===== src/design/sbs_pkg.sv =====
// ----------------------------------------------------------------------------
// sbs_pkg
// Shared types and constants for the sorted table bound search unit.
// ----------------------------------------------------------------------------
package sbs_pkg;

   localparam int unsigned DEFAULT_TABLE_DEPTH = 256;

   localparam int unsigned VALUE_W  = 32;
   localparam int unsigned INDEX_W  = 8;
   localparam int unsigned COUNT_W  = 9;
   localparam int unsigned MODE_W   = 2;

   localparam logic [COUNT_W-1:0] ENTRY_COUNT_RESET = 9'd1;

   localparam logic ACT_WRITE = 1'b0;
   localparam logic ACT_QUERY = 1'b1;

   typedef struct packed {
      logic                       action;
      logic        [INDEX_W-1:0]  entry_index;
      logic signed [VALUE_W-1:0]  entry_value;
      logic signed [VALUE_W-1:0]  search_key;
      logic        [MODE_W-1:0]   bound_mode;
   } sbs_req_type;

   typedef struct packed {
      logic signed [VALUE_W-1:0]  found_value;
      logic        [INDEX_W-1:0]  found_index;
   } sbs_rsp_type;

   typedef enum logic [1:0] {
      SBS_IDLE,
      SBS_PROBE,
      SBS_COMPARE,
      SBS_DONE
   } sbs_state_type;

   typedef struct packed {
      logic load_query;
      logic write_entry;
      logic step;
   } sbs_cmd_type;

   typedef struct packed {
      logic lo_lt_hi;
   } sbs_status_type;

endpackage


===== src/design/sbs_ctrl.sv =====
// ----------------------------------------------------------------------------
// sbs_ctrl
// Sequencer for the bound search: accepts beats, steps the probe loop and
// raises the result strobe.
// ----------------------------------------------------------------------------
module sbs_ctrl (
   input  logic                   clock,
   input  logic                   reset,
   input  logic                   start,
   input  logic                   req_action,
   input  sbs_pkg::sbs_status_type status,
   output sbs_pkg::sbs_cmd_type   cmd,
   output logic                   busy,
   output logic                   rsp_valid
);

   sbs_pkg::sbs_state_type state_ff;
   sbs_pkg::sbs_state_type state_in;
   logic                   accept;

   assign accept = start && !busy;

   always_ff @(posedge clock) begin
      if (reset) begin
         state_ff <= sbs_pkg::SBS_IDLE;
      end else begin
         state_ff <= state_in;
      end
   end

   // next state
   always_comb begin
      state_in = state_ff;
      case (state_ff)
         sbs_pkg::SBS_IDLE, sbs_pkg::SBS_DONE: begin
            if (accept && req_action == sbs_pkg::ACT_QUERY) begin
               state_in = sbs_pkg::SBS_PROBE;
            end else begin
               state_in = sbs_pkg::SBS_IDLE;
            end
         end
         sbs_pkg::SBS_PROBE: begin
            if (status.lo_lt_hi) begin
               state_in = sbs_pkg::SBS_COMPARE;
            end else begin
               state_in = sbs_pkg::SBS_DONE;
            end
         end
         sbs_pkg::SBS_COMPARE: begin
            state_in = sbs_pkg::SBS_PROBE;
         end
         default: begin
            state_in = sbs_pkg::SBS_IDLE;
         end
      endcase
   end

   // outputs
   always_comb begin
      busy             = 1'b0;
      rsp_valid        = 1'b0;
      cmd.step         = 1'b0;
      cmd.load_query   = 1'b0;
      cmd.write_entry  = 1'b0;
      case (state_ff)
         sbs_pkg::SBS_IDLE: begin
            cmd.load_query  = start && req_action == sbs_pkg::ACT_QUERY;
            cmd.write_entry = start && req_action == sbs_pkg::ACT_WRITE;
         end
         sbs_pkg::SBS_DONE: begin
            rsp_valid       = 1'b1;
            cmd.load_query  = start && req_action == sbs_pkg::ACT_QUERY;
            cmd.write_entry = start && req_action == sbs_pkg::ACT_WRITE;
         end
         sbs_pkg::SBS_PROBE: begin
            busy = 1'b1;
         end
         sbs_pkg::SBS_COMPARE: begin
            busy     = 1'b1;
            cmd.step = 1'b1;
         end
         default: begin
            busy = 1'b0;
         end
      endcase
   end

endmodule


===== config.mk =====
export PLATFORM = sky130hd
export DESIGN_NAME = sbs_ctrl
export DESIGN_NICKNAME = d
export VERILOG_FILES = /design/src/design/sbs_pkg.sv /design/src/design/sbs_ctrl.sv
export SDC_FILE = /design/constraint.sdc
export NUM_CORES = 1
export LEC_CHECK = 0
export ABC_AREA = 1
export ABC_CLOCK_PERIOD_IN_PS = 2900
export BUFFER_PORTS_ARGS = -buffer_cell sky130_fd_sc_hd__clkbuf_2
export CAP_MARGIN = 20
export CORE_AREA = 2 2 39 41
export DETAILED_ROUTE_END_ITERATION = 12
export DIE_AREA = 0 0 41 43
export PLACE_DENSITY = 0.32
export SKIP_CTS_REPAIR_TIMING = 1
export SLEW_MARGIN = 20
export SYNTH_ARGS = -nofsm -noshare
export SYNTH_HDL_FRONTEND = slang
export SYNTH_SLANG_ARGS = --single-unit

===== constraint.sdc =====
create_clock -name clock -period 2.9 [get_ports clock]
set_input_delay 0.58 -clock clock [delete_from_list [all_inputs] [get_ports clock]]
set_output_delay 0.58 -clock clock [all_outputs]
set_load 0.05 [all_outputs]

==> run summary, run 1 <==
==================================================================================
Clock tree skew after final layout ..................................   0.00251 ns
Hold violation total from the final report ..........................            0
Overflow after GRT ..................................................            0
Critical Path End Type ..............................................  output port
Antenna Cells .......................................................            0
CTS tree ............................................................        built
Non-filler cells in the finished layout .............................           49
Num CTS Buffers .....................................................            3
Overall die height ..................................................        43 um
Peak VDD IR .........................................................    0.0859 mV
Net count of the mapped netlist .....................................           30
Clock latency of the later-clocked register in the worst-skew pair ..      0.22 ns
First-pass DRT Iterations ...........................................            1
Maximum net fanout on the critical path .............................            4
CP Launch Type ......................................................     register
Outcome ............................................................. complete, no violations
Die Width ...........................................................        41 um
Reported max-cap violation count ....................................            0
Final-layout setup total negative slack .............................         0 ns
Ys Warns ............................................................            0
WL per Instance .....................................................      6.18 um
First-pass GRT wire length ..........................................       496 um
# port buffers ......................................................            9
Placer congestion estimate ..........................................        0.562
Unrepaired setup endpoints after global routing .....................        false
Core outline area ...................................................   1380 sq um
Flip-flop and latch count after synthesis ...........................            2
Via density per instance ............................................         2.96
Remaining design rule violation count ...............................            0
Pleak ...............................................................     0.148 nW
Top flop regs ....................................................... state_ff (2)
Sequential area share after synthesis ...............................        25.4%
Worst Path Class, Setup .............................................      reg2out
Post-synth design cell area .........................................    158 sq um
Headroom to the max-slew limit ......................................        81.6%
Worst Max-Slew Pin Slew .............................................     0.278 ns
Overall die area ....................................................   1760 sq um
Slew Limit Fails ....................................................            0
Top register by number of flip-flops ................................     state_ff
Number of cell rows .................................................           14
Slowest stage cell, crit path .......................................      dfxtp_1
Largest stage delay, worst path .....................................      0.37 ns
DP HPWL .............................................................       256 um
Clock Pin Slew Worst Setup and Hold Paths ...........................      0.03 ns
Class of the tightest hold or removal check .........................       in2reg
Global router's overall resource usage ..............................        4.60%
Period utilization ..................................................        68.3%
Number of nets at the end of the flow ...............................           44
Arrival time at the worst endpoint ..................................      1.40 ns
Worst setup slack for register-to-register paths ....................      1.83 ns
Dpl cells ...........................................................           46
Iteration-0 DRC count of the detailed router ........................            0
Number of flip-flops in the largest register ........................            2
Tmin final ..........................................................      1.98 ns
Clock root cell .....................................................     clkbuf_4
Total power density per cell area ...................................  477 nW/um^2
Top-level port count ................................................           10
Starting utilization of the core area ...............................        11.4%
Antenna violations before repair ....................................            0
Required time at the endpoint of the critical path ..................      2.32 ns
Number of vias after detailed routing ...............................          145
Final setup vio count ...............................................            0
Largest net degree at the start of global routing ...................            5
Total power consumption of the routed design ........................   0.000117 W
H-Tree Level Count ..................................................            1
Via count of the first global-routing pass ..........................          155
Ordered cell list for the critical path ............................. inv_1 > ha_1 > nand2_1 > nor2_1 > clkbuf_2
Mapped Cells ........................................................           21
Layout overhead on the synthesized area .............................        55.6%
Post-synthesis average cell area ....................................   7.51 sq um
Maximum buffer depth of the clock tree ..............................            2
Remaining number of nets flagged by the antenna check after routing .            0
Wire length after detailed routing ..................................       303 um
Highest attainable clock frequency ..................................    0.505 GHz
Number of distinct library cells after synthesis ....................            7
Clock sink count ....................................................            2
Share of layout cells above drive strength 1 ........................        42.4%
==================================================================================
-- cell families (layout without fill, tap and decap cells) --
logic type	after synthesis	count (layout)	synth area share, %
compound gates	1	1	5.56
fa+ha+maj	4	4	31.7
buf+inv	7	19	16.7
flops	2	2	25.4
simple gates	7	7	20.6
-- Yosys cell counts --
cell type / instances / area [sq um]
inv_1: 7 / 26.3
nor2_1: 2 / 7.51
a21oi_2: 1 / 8.76
nand3_2: 1 / 10.0
nand2_1: 4 / 15.0
dfxtp_1: 2 / 40.0
ha_1: 4 / 50.1
-- through the flow --
step	setup slack [ns]	hold WS, ns	utilization (%)	area (sq um)
after floorplan	0.909	0.621	-	158
after global routing	0.828	0.555	17.7	245
after global placement	1.14	0.657	16.1	223
final	0.918	0.547	17.7	245
after CTS	0.904	0.540	17.7	245
after detailed placement	1.15	0.644	16.1	223
-- layout by cell type (no fill, tap or decap), drive strengths merged --
master  count
inv         7
a21oi       1
nor2        2
clkbuf     12
dfxtp       2
ha          4
nand3       1
nand2       4
-- critical path, delay by kind of cell, from the launching register on --
kind,cells,cell delay (ns)
and+or+nand+nor,2,0.15
DFF,1,0.37
adders and majority gates,1,0.33
buffers and inverters,2,0.34
-- routing by layer --
| metal | GRT usage (%) | up-vias | share of wire (%) |
|---|---|---|---|
| met5 | 0 | - | 0 |
| met4 | 6.00 | 0 | 0 |
| met3 | 1.57 | 0 | 11 |
| met2 | 5.31 | 8 | 38 |
| met1 | 5.41 | 54 | 51 |
| li1 | - | 83 | - |
-- path summary, 6_finish.rpt --
| path | startpoint | end | cells past startpoint |
|---|---|---|---|
| worst max-delay path | state_ff[0]$_SDFF_PP0_ | cmd[1] | 5 |
| worst min-delay path | reset | state_ff[0]$_SDFF_PP0_ | 2 |
| worst max register to register | state_ff[0]$_SDFF_PP0_ | state_ff[0]$_SDFF_PP0_ | 5 |
| worst min register to register | state_ff[0]$_SDFF_PP0_ | state_ff[1]$_SDFF_PP0_ | 3 |
-- layout make-up --
| class | instances | area, sq um |
|---|---|---|
| clock buffer | 3 | 22.5 |
| sequential | 2 | 40.0 |
| multi-input combinational | 12 | 91.3 |
| fill | 158 | 1140 |
| timing repair buffer | 9 | 45.0 |
| inverter | 7 | 26.3 |
| tap | 16 | 20.0 |
-- power by group --
group	switching [W]	total [W]	internal, W	leakage (nW)
combinational	0.0000199	0.0000275	0.00000758	0.118
sequential	0.00000109	0.0000300	0.0000289	0.0163
clock	0.0000141	0.0000595	0.0000455	0.0138
total	0.0000350	0.000117	0.0000820	0.148
Power figures use the tool's default switching activity.
==> run 2: changes to the inputs <==
--- a/config.mk
+++ b/config.mk
@@ -6,7 +6,7 @@
 export NUM_CORES = 1
 export LEC_CHECK = 0
 export ABC_AREA = 1
-export ABC_CLOCK_PERIOD_IN_PS = 2900
+export ABC_CLOCK_PERIOD_IN_PS = 1800
 export BUFFER_PORTS_ARGS = -buffer_cell sky130_fd_sc_hd__clkbuf_2
 export CAP_MARGIN = 20
 export CORE_AREA = 2 2 39 41
==> constraint.sdc (replaced) <==
create_clock -name clock -period 1.8 [get_ports clock]
set_input_delay 0.36 -clock clock [delete_from_list [all_inputs] [get_ports clock]]
set_output_delay 0.36 -clock clock [all_outputs]
set_load 0.05 [all_outputs]
==> run summary, run 2 (synthesized netlist as in run 1, its figures left out) <==
==================================================================================
Final design area excluding fillers .................................    251 sq um
Period utilization ..................................................        92.5%
Die Width ...........................................................        41 um
Post-placement cell area ............................................    223 sq um
Arrival time at the worst endpoint ..................................      1.30 ns
Slew Limit Fails ....................................................            0
Tmin final ..........................................................      1.66 ns
Global router's overall resource usage ..............................        4.80%
Part of the total power dissipated in the clock network .............        50.8%
Worst Max-Slew Pin Slew .............................................     0.276 ns
Antenna violations before repair ....................................            0
Outcome ............................................................. complete, no violations
Final setup vio count ...............................................            0
GR Util met2 ........................................................        5.00%
Reported max-cap violation count ....................................            0
Total power density per cell area ...................................  761 nW/um^2
Met1 usage ..........................................................        6.37%
Layout overhead on the synthesized area .............................        59.5%
# port buffers ......................................................            9
Number of filler instances in the final layout ......................          159
Number of cell rows .................................................           14
Clock root cell .....................................................     clkbuf_4
Critical Path End Type ..............................................  output port
Remaining design rule violation count ...............................            0
Peak VDD IR .........................................................     0.213 mV
Core outline area ...................................................   1380 sq um
Iteration-0 DRC count of the detailed router ........................            1
Maximum buffer depth of the clock tree ..............................            2
DP HPWL .............................................................       256 um
Overall die height ..................................................        43 um
First-pass DRT Iterations ...........................................            2
Switching part of the total .........................................        30.0%
Hold violation total from the final report ..........................            0
Overall die area ....................................................   1760 sq um
Antenna Cells .......................................................            0
Met3 layer usage reported by global route ...........................        3.14%
Unrepaired setup endpoints after global routing .....................        false
Required time at the endpoint of the critical path ..................      1.44 ns
First-pass GRT wire length ..........................................       531 um
Final-layout setup total negative slack .............................         0 ns
Combinational share of power ........................................        23.8%
Headroom to the max-slew limit ......................................        81.7%
Share of layout cells above drive strength 1 ........................        45.5%
Number of nets at the end of the flow ...............................           44
Top flop regs ....................................................... state_ff (2)
Highest attainable clock frequency ..................................    0.601 GHz
Num CTS Buffers .....................................................            3
Remaining number of nets flagged by the antenna check after routing .            0
Sequential cell area in the final layout ............................   41.3 sq um
CTS tree ............................................................        built
Class of the tightest hold or removal check .........................       in2reg
Switching power .....................................................  0.0000575 W
WL per Instance .....................................................      6.06 um
Starting utilization of the core area ...............................        11.4%
Portion of total power attributed to sequential cells ...............        25.4%
Footprint of the multi-input gates ..................................   91.3 sq um
Worst Path Class, Setup .............................................      reg2out
Placer congestion estimate ..........................................        0.543
Clock Pin Slew Worst Setup and Hold Paths ...........................      0.03 ns
Wire length after detailed routing ..................................       297 um
PnR worst setup slack ...............................................     0.135 ns
Via density per instance ............................................         3.00
Post-Place Worst Slack ..............................................     0.262 ns
Largest net degree at the start of global routing ...................            5
H-Tree Level Count ..................................................            1
Clock tree skew after final layout ..................................   0.00302 ns
Overflow after GRT ..................................................            0
Internal power of the cells .........................................   0.000134 W
Clock latency of the later-clocked register in the worst-skew pair ..      0.22 ns
Number of flip-flops in the largest register ........................            2
Maximum net fanout on the critical path .............................            4
Layer with the highest usage ........................................         met1
Most frequent cells in the layout ................................... inv_1 (7), clkbuf_2 (7), clkbuf_4 (5)
Pleak ...............................................................     0.149 nW
Via count of the first global-routing pass ..........................          139
Top register by number of flip-flops ................................     state_ff
Number of vias after detailed routing ...............................          147
Top-level port count ................................................           10
Clock sink count ....................................................            2
CP Launch Type ......................................................     register
==================================================================================
==> run 2: routing by layer <==
metal	routed length [um]	part of all wire (%)
met1	158	53
met2	103	35
met4	0	0
met5	0	0
met3	35	12
==> run 2: metrics by stage <==
step | hold slack (ns) | total power, W | utilization [%] | instances
CTS | 0.311 | 0.000198 | 17.7 | 49
floorplan | 0.422 | 0.0000808 | - | 21
detailed placement | 0.547 | 0.0000934 | 16.1 | 46
global placement | 0.546 | 0.0000939 | 16.1 | 46
finish | 0.313 | 0.000191 | 18.2 | 49
global route | 0.307 | 0.000214 | 18.2 | 49
==> run 2: path summary, 6_finish.rpt <==
kind                                              from                     end  slack (ns)  depth (start not counted)
worst max-delay path            state_ff[0]$_SDFF_PP0_                  cmd[1]        0.14                          5
worst min-delay path                             reset  state_ff[0]$_SDFF_PP0_        0.31                          2
worst max register to register  state_ff[0]$_SDFF_PP0_  state_ff[0]$_SDFF_PP0_        0.77                          5
worst min register to register  state_ff[0]$_SDFF_PP0_  state_ff[1]$_SDFF_PP0_        0.63                          3
==> run 2: power groups by stage <==
| stage | sequential, W | combinational [W] | clock, W |
|---|---|---|---|
| 3_3_place_gp | 0.0000490 | 0.0000449 | 0 |
| 2_1_floorplan | 0.0000485 | 0.0000323 | 0 |
| 4_1_cts | 0.0000484 | 0.0000447 | 0.000104 |
| 5_1_grt | 0.0000491 | 0.0000498 | 0.000115 |
| 3_5_place_dp | 0.0000490 | 0.0000444 | 0 |
| 6_report | 0.0000486 | 0.0000455 | 0.0000973 |
==> run 2: worst max-delay path: stages, from the launching register on <==
cell and delay, ns:
dfxtp_2 0.34, inv_1 0.05, ha_1 0.32, nand2_1 0.07, nor2_1 0.08, clkbuf_4 0.23
==> run 2: cell type report <==
| class | count | share of cell area [%] |
|---|---|---|
| multi-input combinational | 12 | 36.3 |
| timing repair buffer | 9 | 19.9 |
| sequential | 2 | 16.4 |
| inverter | 7 | 10.4 |
| clock buffer | 3 | 8.96 |
| tap | 16 | 7.96 |
==> run 3: changes to the inputs <==
--- a/config.mk
+++ b/config.mk
@@ -5,14 +5,14 @@
 export SDC_FILE = /design/constraint.sdc
 export NUM_CORES = 1
 export LEC_CHECK = 0
-export ABC_AREA = 1
 export ABC_CLOCK_PERIOD_IN_PS = 1800
 export BUFFER_PORTS_ARGS = -buffer_cell sky130_fd_sc_hd__clkbuf_2
 export CAP_MARGIN = 20
 export CORE_AREA = 2 2 39 41
+export CTS_CLUSTER_SIZE = 10
 export DETAILED_ROUTE_END_ITERATION = 12
 export DIE_AREA = 0 0 41 43
-export PLACE_DENSITY = 0.32
+export PLACE_DENSITY = 0.31
 export SKIP_CTS_REPAIR_TIMING = 1
 export SLEW_MARGIN = 20
 export SYNTH_ARGS = -nofsm -noshare
==> run summary, run 3 <==
=====================================================================================
WL per Instance ........................................................      6.71 um
Remaining design rule violation count ..................................            0
Starting utilization of the core area ..................................        10.1%
Buffer and inverter count on the worst path ............................            2
Antenna Cells ..........................................................            0
Net count of the mapped netlist ........................................           26
Antenna violations before repair .......................................            0
Count of flip-flops with a built-in enable after synthesis .............            0
Maximum buffer depth of the clock tree .................................            2
Global router's overall resource usage .................................        4.51%
DP HPWL ................................................................       268 um
# port buffers .........................................................            9
Overflow after GRT .....................................................            0
Overall die height .....................................................        43 um
Most used standard cells in the synthesized netlist .................... ha_1 (4), inv_1 (3), dfxtp_1 (2), nor2b_1 (2)
Total power density per cell area ......................................  804 nW/um^2
Yosys top cell area share ..............................................        35.7%
Share of layout cells above drive strength 1 ...........................        44.8%
Clock latency of the later-clocked register in the worst-skew pair .....      0.22 ns
Worst hold margin ......................................................     0.322 ns
Via count of the first global-routing pass .............................          137
Core outline area ......................................................   1380 sq um
First-pass GRT wire length .............................................       489 um
Most common cell in the netlist ........................................         ha_1
H-Tree Level Count .....................................................            1
Top register by number of flip-flops ...................................     state_ff
Post-placement cell area ...............................................    205 sq um
Number of filler instances in the final layout .........................          166
Cell family contributing the most delay on the critical path ...........   flip-flops
Largest net degree at the start of global routing ......................            5
Clock sink count .......................................................            2
Class of the tightest hold or removal check ............................       in2reg
Largest stage delay, worst path ........................................      0.37 ns
Remaining number of nets flagged by the antenna check after routing ....            0
Worst Path Class, Setup ................................................      reg2out
Number of nets at the end of the flow ..................................           40
Overall die area .......................................................   1760 sq um
Top flop regs .......................................................... state_ff (2)
CTS tree ...............................................................        built
Iteration-0 DRC count of the detailed router ...........................            0
Period utilization .....................................................        93.4%
Main area contributors after synthesis ................................. ha_1 (36%), dfxtp_1 (29%), nor2b_1 (8.9%)
Critical Path End Type .................................................  output port
Tmin final .............................................................      1.68 ns
Number of flip-flops in the largest register ...........................            2
Wire length after detailed routing .....................................       302 um
Arrival time at the worst endpoint .....................................      1.32 ns
Maximum net fanout on the critical path ................................            4
Non-filler cells in the finished layout ................................           45
Clock Pin Slew Worst Setup and Hold Paths ..............................      0.03 ns
Clock tree skew after final layout .....................................   0.00243 ns
Number of distinct library cells after synthesis .......................           10
CP Launch Type .........................................................     register
Most frequent cells in the layout ...................................... clkbuf_2 (7), ha_1 (4), inv_1 (3), clkbuf_4 (3)
Hold violation total from the final report .............................            0
Clock root cell ........................................................     clkbuf_4
Ordered cell list for the critical path ................................ inv_1 > ha_1 > nand2_1 > nor2_1 > buf_4
Top-level port count ...................................................           10
Post-synth ARST share ..................................................           0%
Ys Warns ...............................................................            0
Via density per instance ...............................................         3.20
Number of cell rows ....................................................           14
Final-layout setup total negative slack ................................         0 ns
Die Width ..............................................................        41 um
First-pass DRT Iterations ..............................................            1
Worst Max-Slew Pin Slew ................................................     0.276 ns
Most frequent standard cell in the layout excluding fill and tap cells .     clkbuf_2
Pleak ..................................................................     0.133 nW
Unrepaired setup endpoints after global routing ........................         true
Most common flop cell mapped by yosys ..................................      dfxtp_1
Final setup vio count ..................................................            0
Reported max-cap violation count .......................................            0
Mapped Cells ...........................................................           17
Slew Limit Fails .......................................................            0
Post-synthesis average cell area .......................................   8.24 sq um
Placer congestion estimate .............................................        0.521
Num CTS Buffers ........................................................            3
Dpl cells ..............................................................           42
Yosys top cell by area .................................................         ha_1
Headroom to the max-slew limit .........................................        81.7%
Sequential area share after synthesis ..................................        28.6%
Number of vias after detailed routing ..................................          144
Required time at the endpoint of the critical path .....................      1.44 ns
Highest attainable clock frequency .....................................    0.595 GHz
Total power consumption of the routed design ...........................   0.000187 W
Outcome ................................................................ complete, no violations
Flip-flop and latch count after synthesis ..............................            2
Post-synth design cell area ............................................    140 sq um
Peak VDD IR ............................................................     0.186 mV
Slowest stage cell, crit path ..........................................      dfxtp_1
Layout overhead on the synthesized area ................................        66.1%
Final design area excluding fillers ....................................    233 sq um
=====================================================================================
[run 3: worst paths after layout]
kind,from,to,slack (ns),cells past startpoint
hold reg to reg,state_ff[1]$_SDFF_PP0_,state_ff[1]$_SDFF_PP0_,0.69,3
setup reg to reg,state_ff[0]$_SDFF_PP0_,state_ff[0]$_SDFF_PP0_,0.70,5
hold / removal,reset,state_ff[0]$_SDFF_PP0_,0.32,2
setup / recovery,state_ff[0]$_SDFF_PP0_,cmd[1],0.12,5
[run 3: logic make-up (layout without fill, tap and decap cells)]
logic type / after synthesis / in the layout / share of synthesized area, %
fa+ha+maj: 4 / 4 / 35.7
compound gates: 2 / 2 / 7.14
buf+inv: 4 / 16 / 10.7
simple gates: 5 / 5 / 17.8
flops: 2 / 2 / 28.6
[run 3: report_power, final]
group          switching, W  total [W]  internal (W)  leakage, nW
Combinational     0.0000296  0.0000429     0.0000132        0.103
Sequential       0.00000174  0.0000483     0.0000466       0.0163
Clock             0.0000225  0.0000958     0.0000733       0.0138
[run 3: stage by stage]
stage / setup slack [ns] / util [%]
finish: 0.119 / 16.8
global route: -0.0481 / 16.8
CTS: 0.0169 / 16.5
detailed placement: 0.257 / 14.8
global placement: 0.273 / 14.8
floorplan: 0.0274 / -
[run 3: cell type report]
class                      count  area, sq um  share of cell area (%)
timing repair buffer           9         50.0                    21.5
clock buffer                   3         22.5                    9.68
multi-input combinational     11         85.1                    36.6
tap                           16         20.0                    8.60
inverter                       4         15.0                    6.45
sequential                     2         40.0                    17.2
[run 3: layer usage]
metal  track usage, %  part of all wire (%)  wire, um
met3             1.57                   7.6        23
met2             6.56                    63       190
met5                0                     0         0
met1             3.83                    29        88
met4             6.00                     0         0
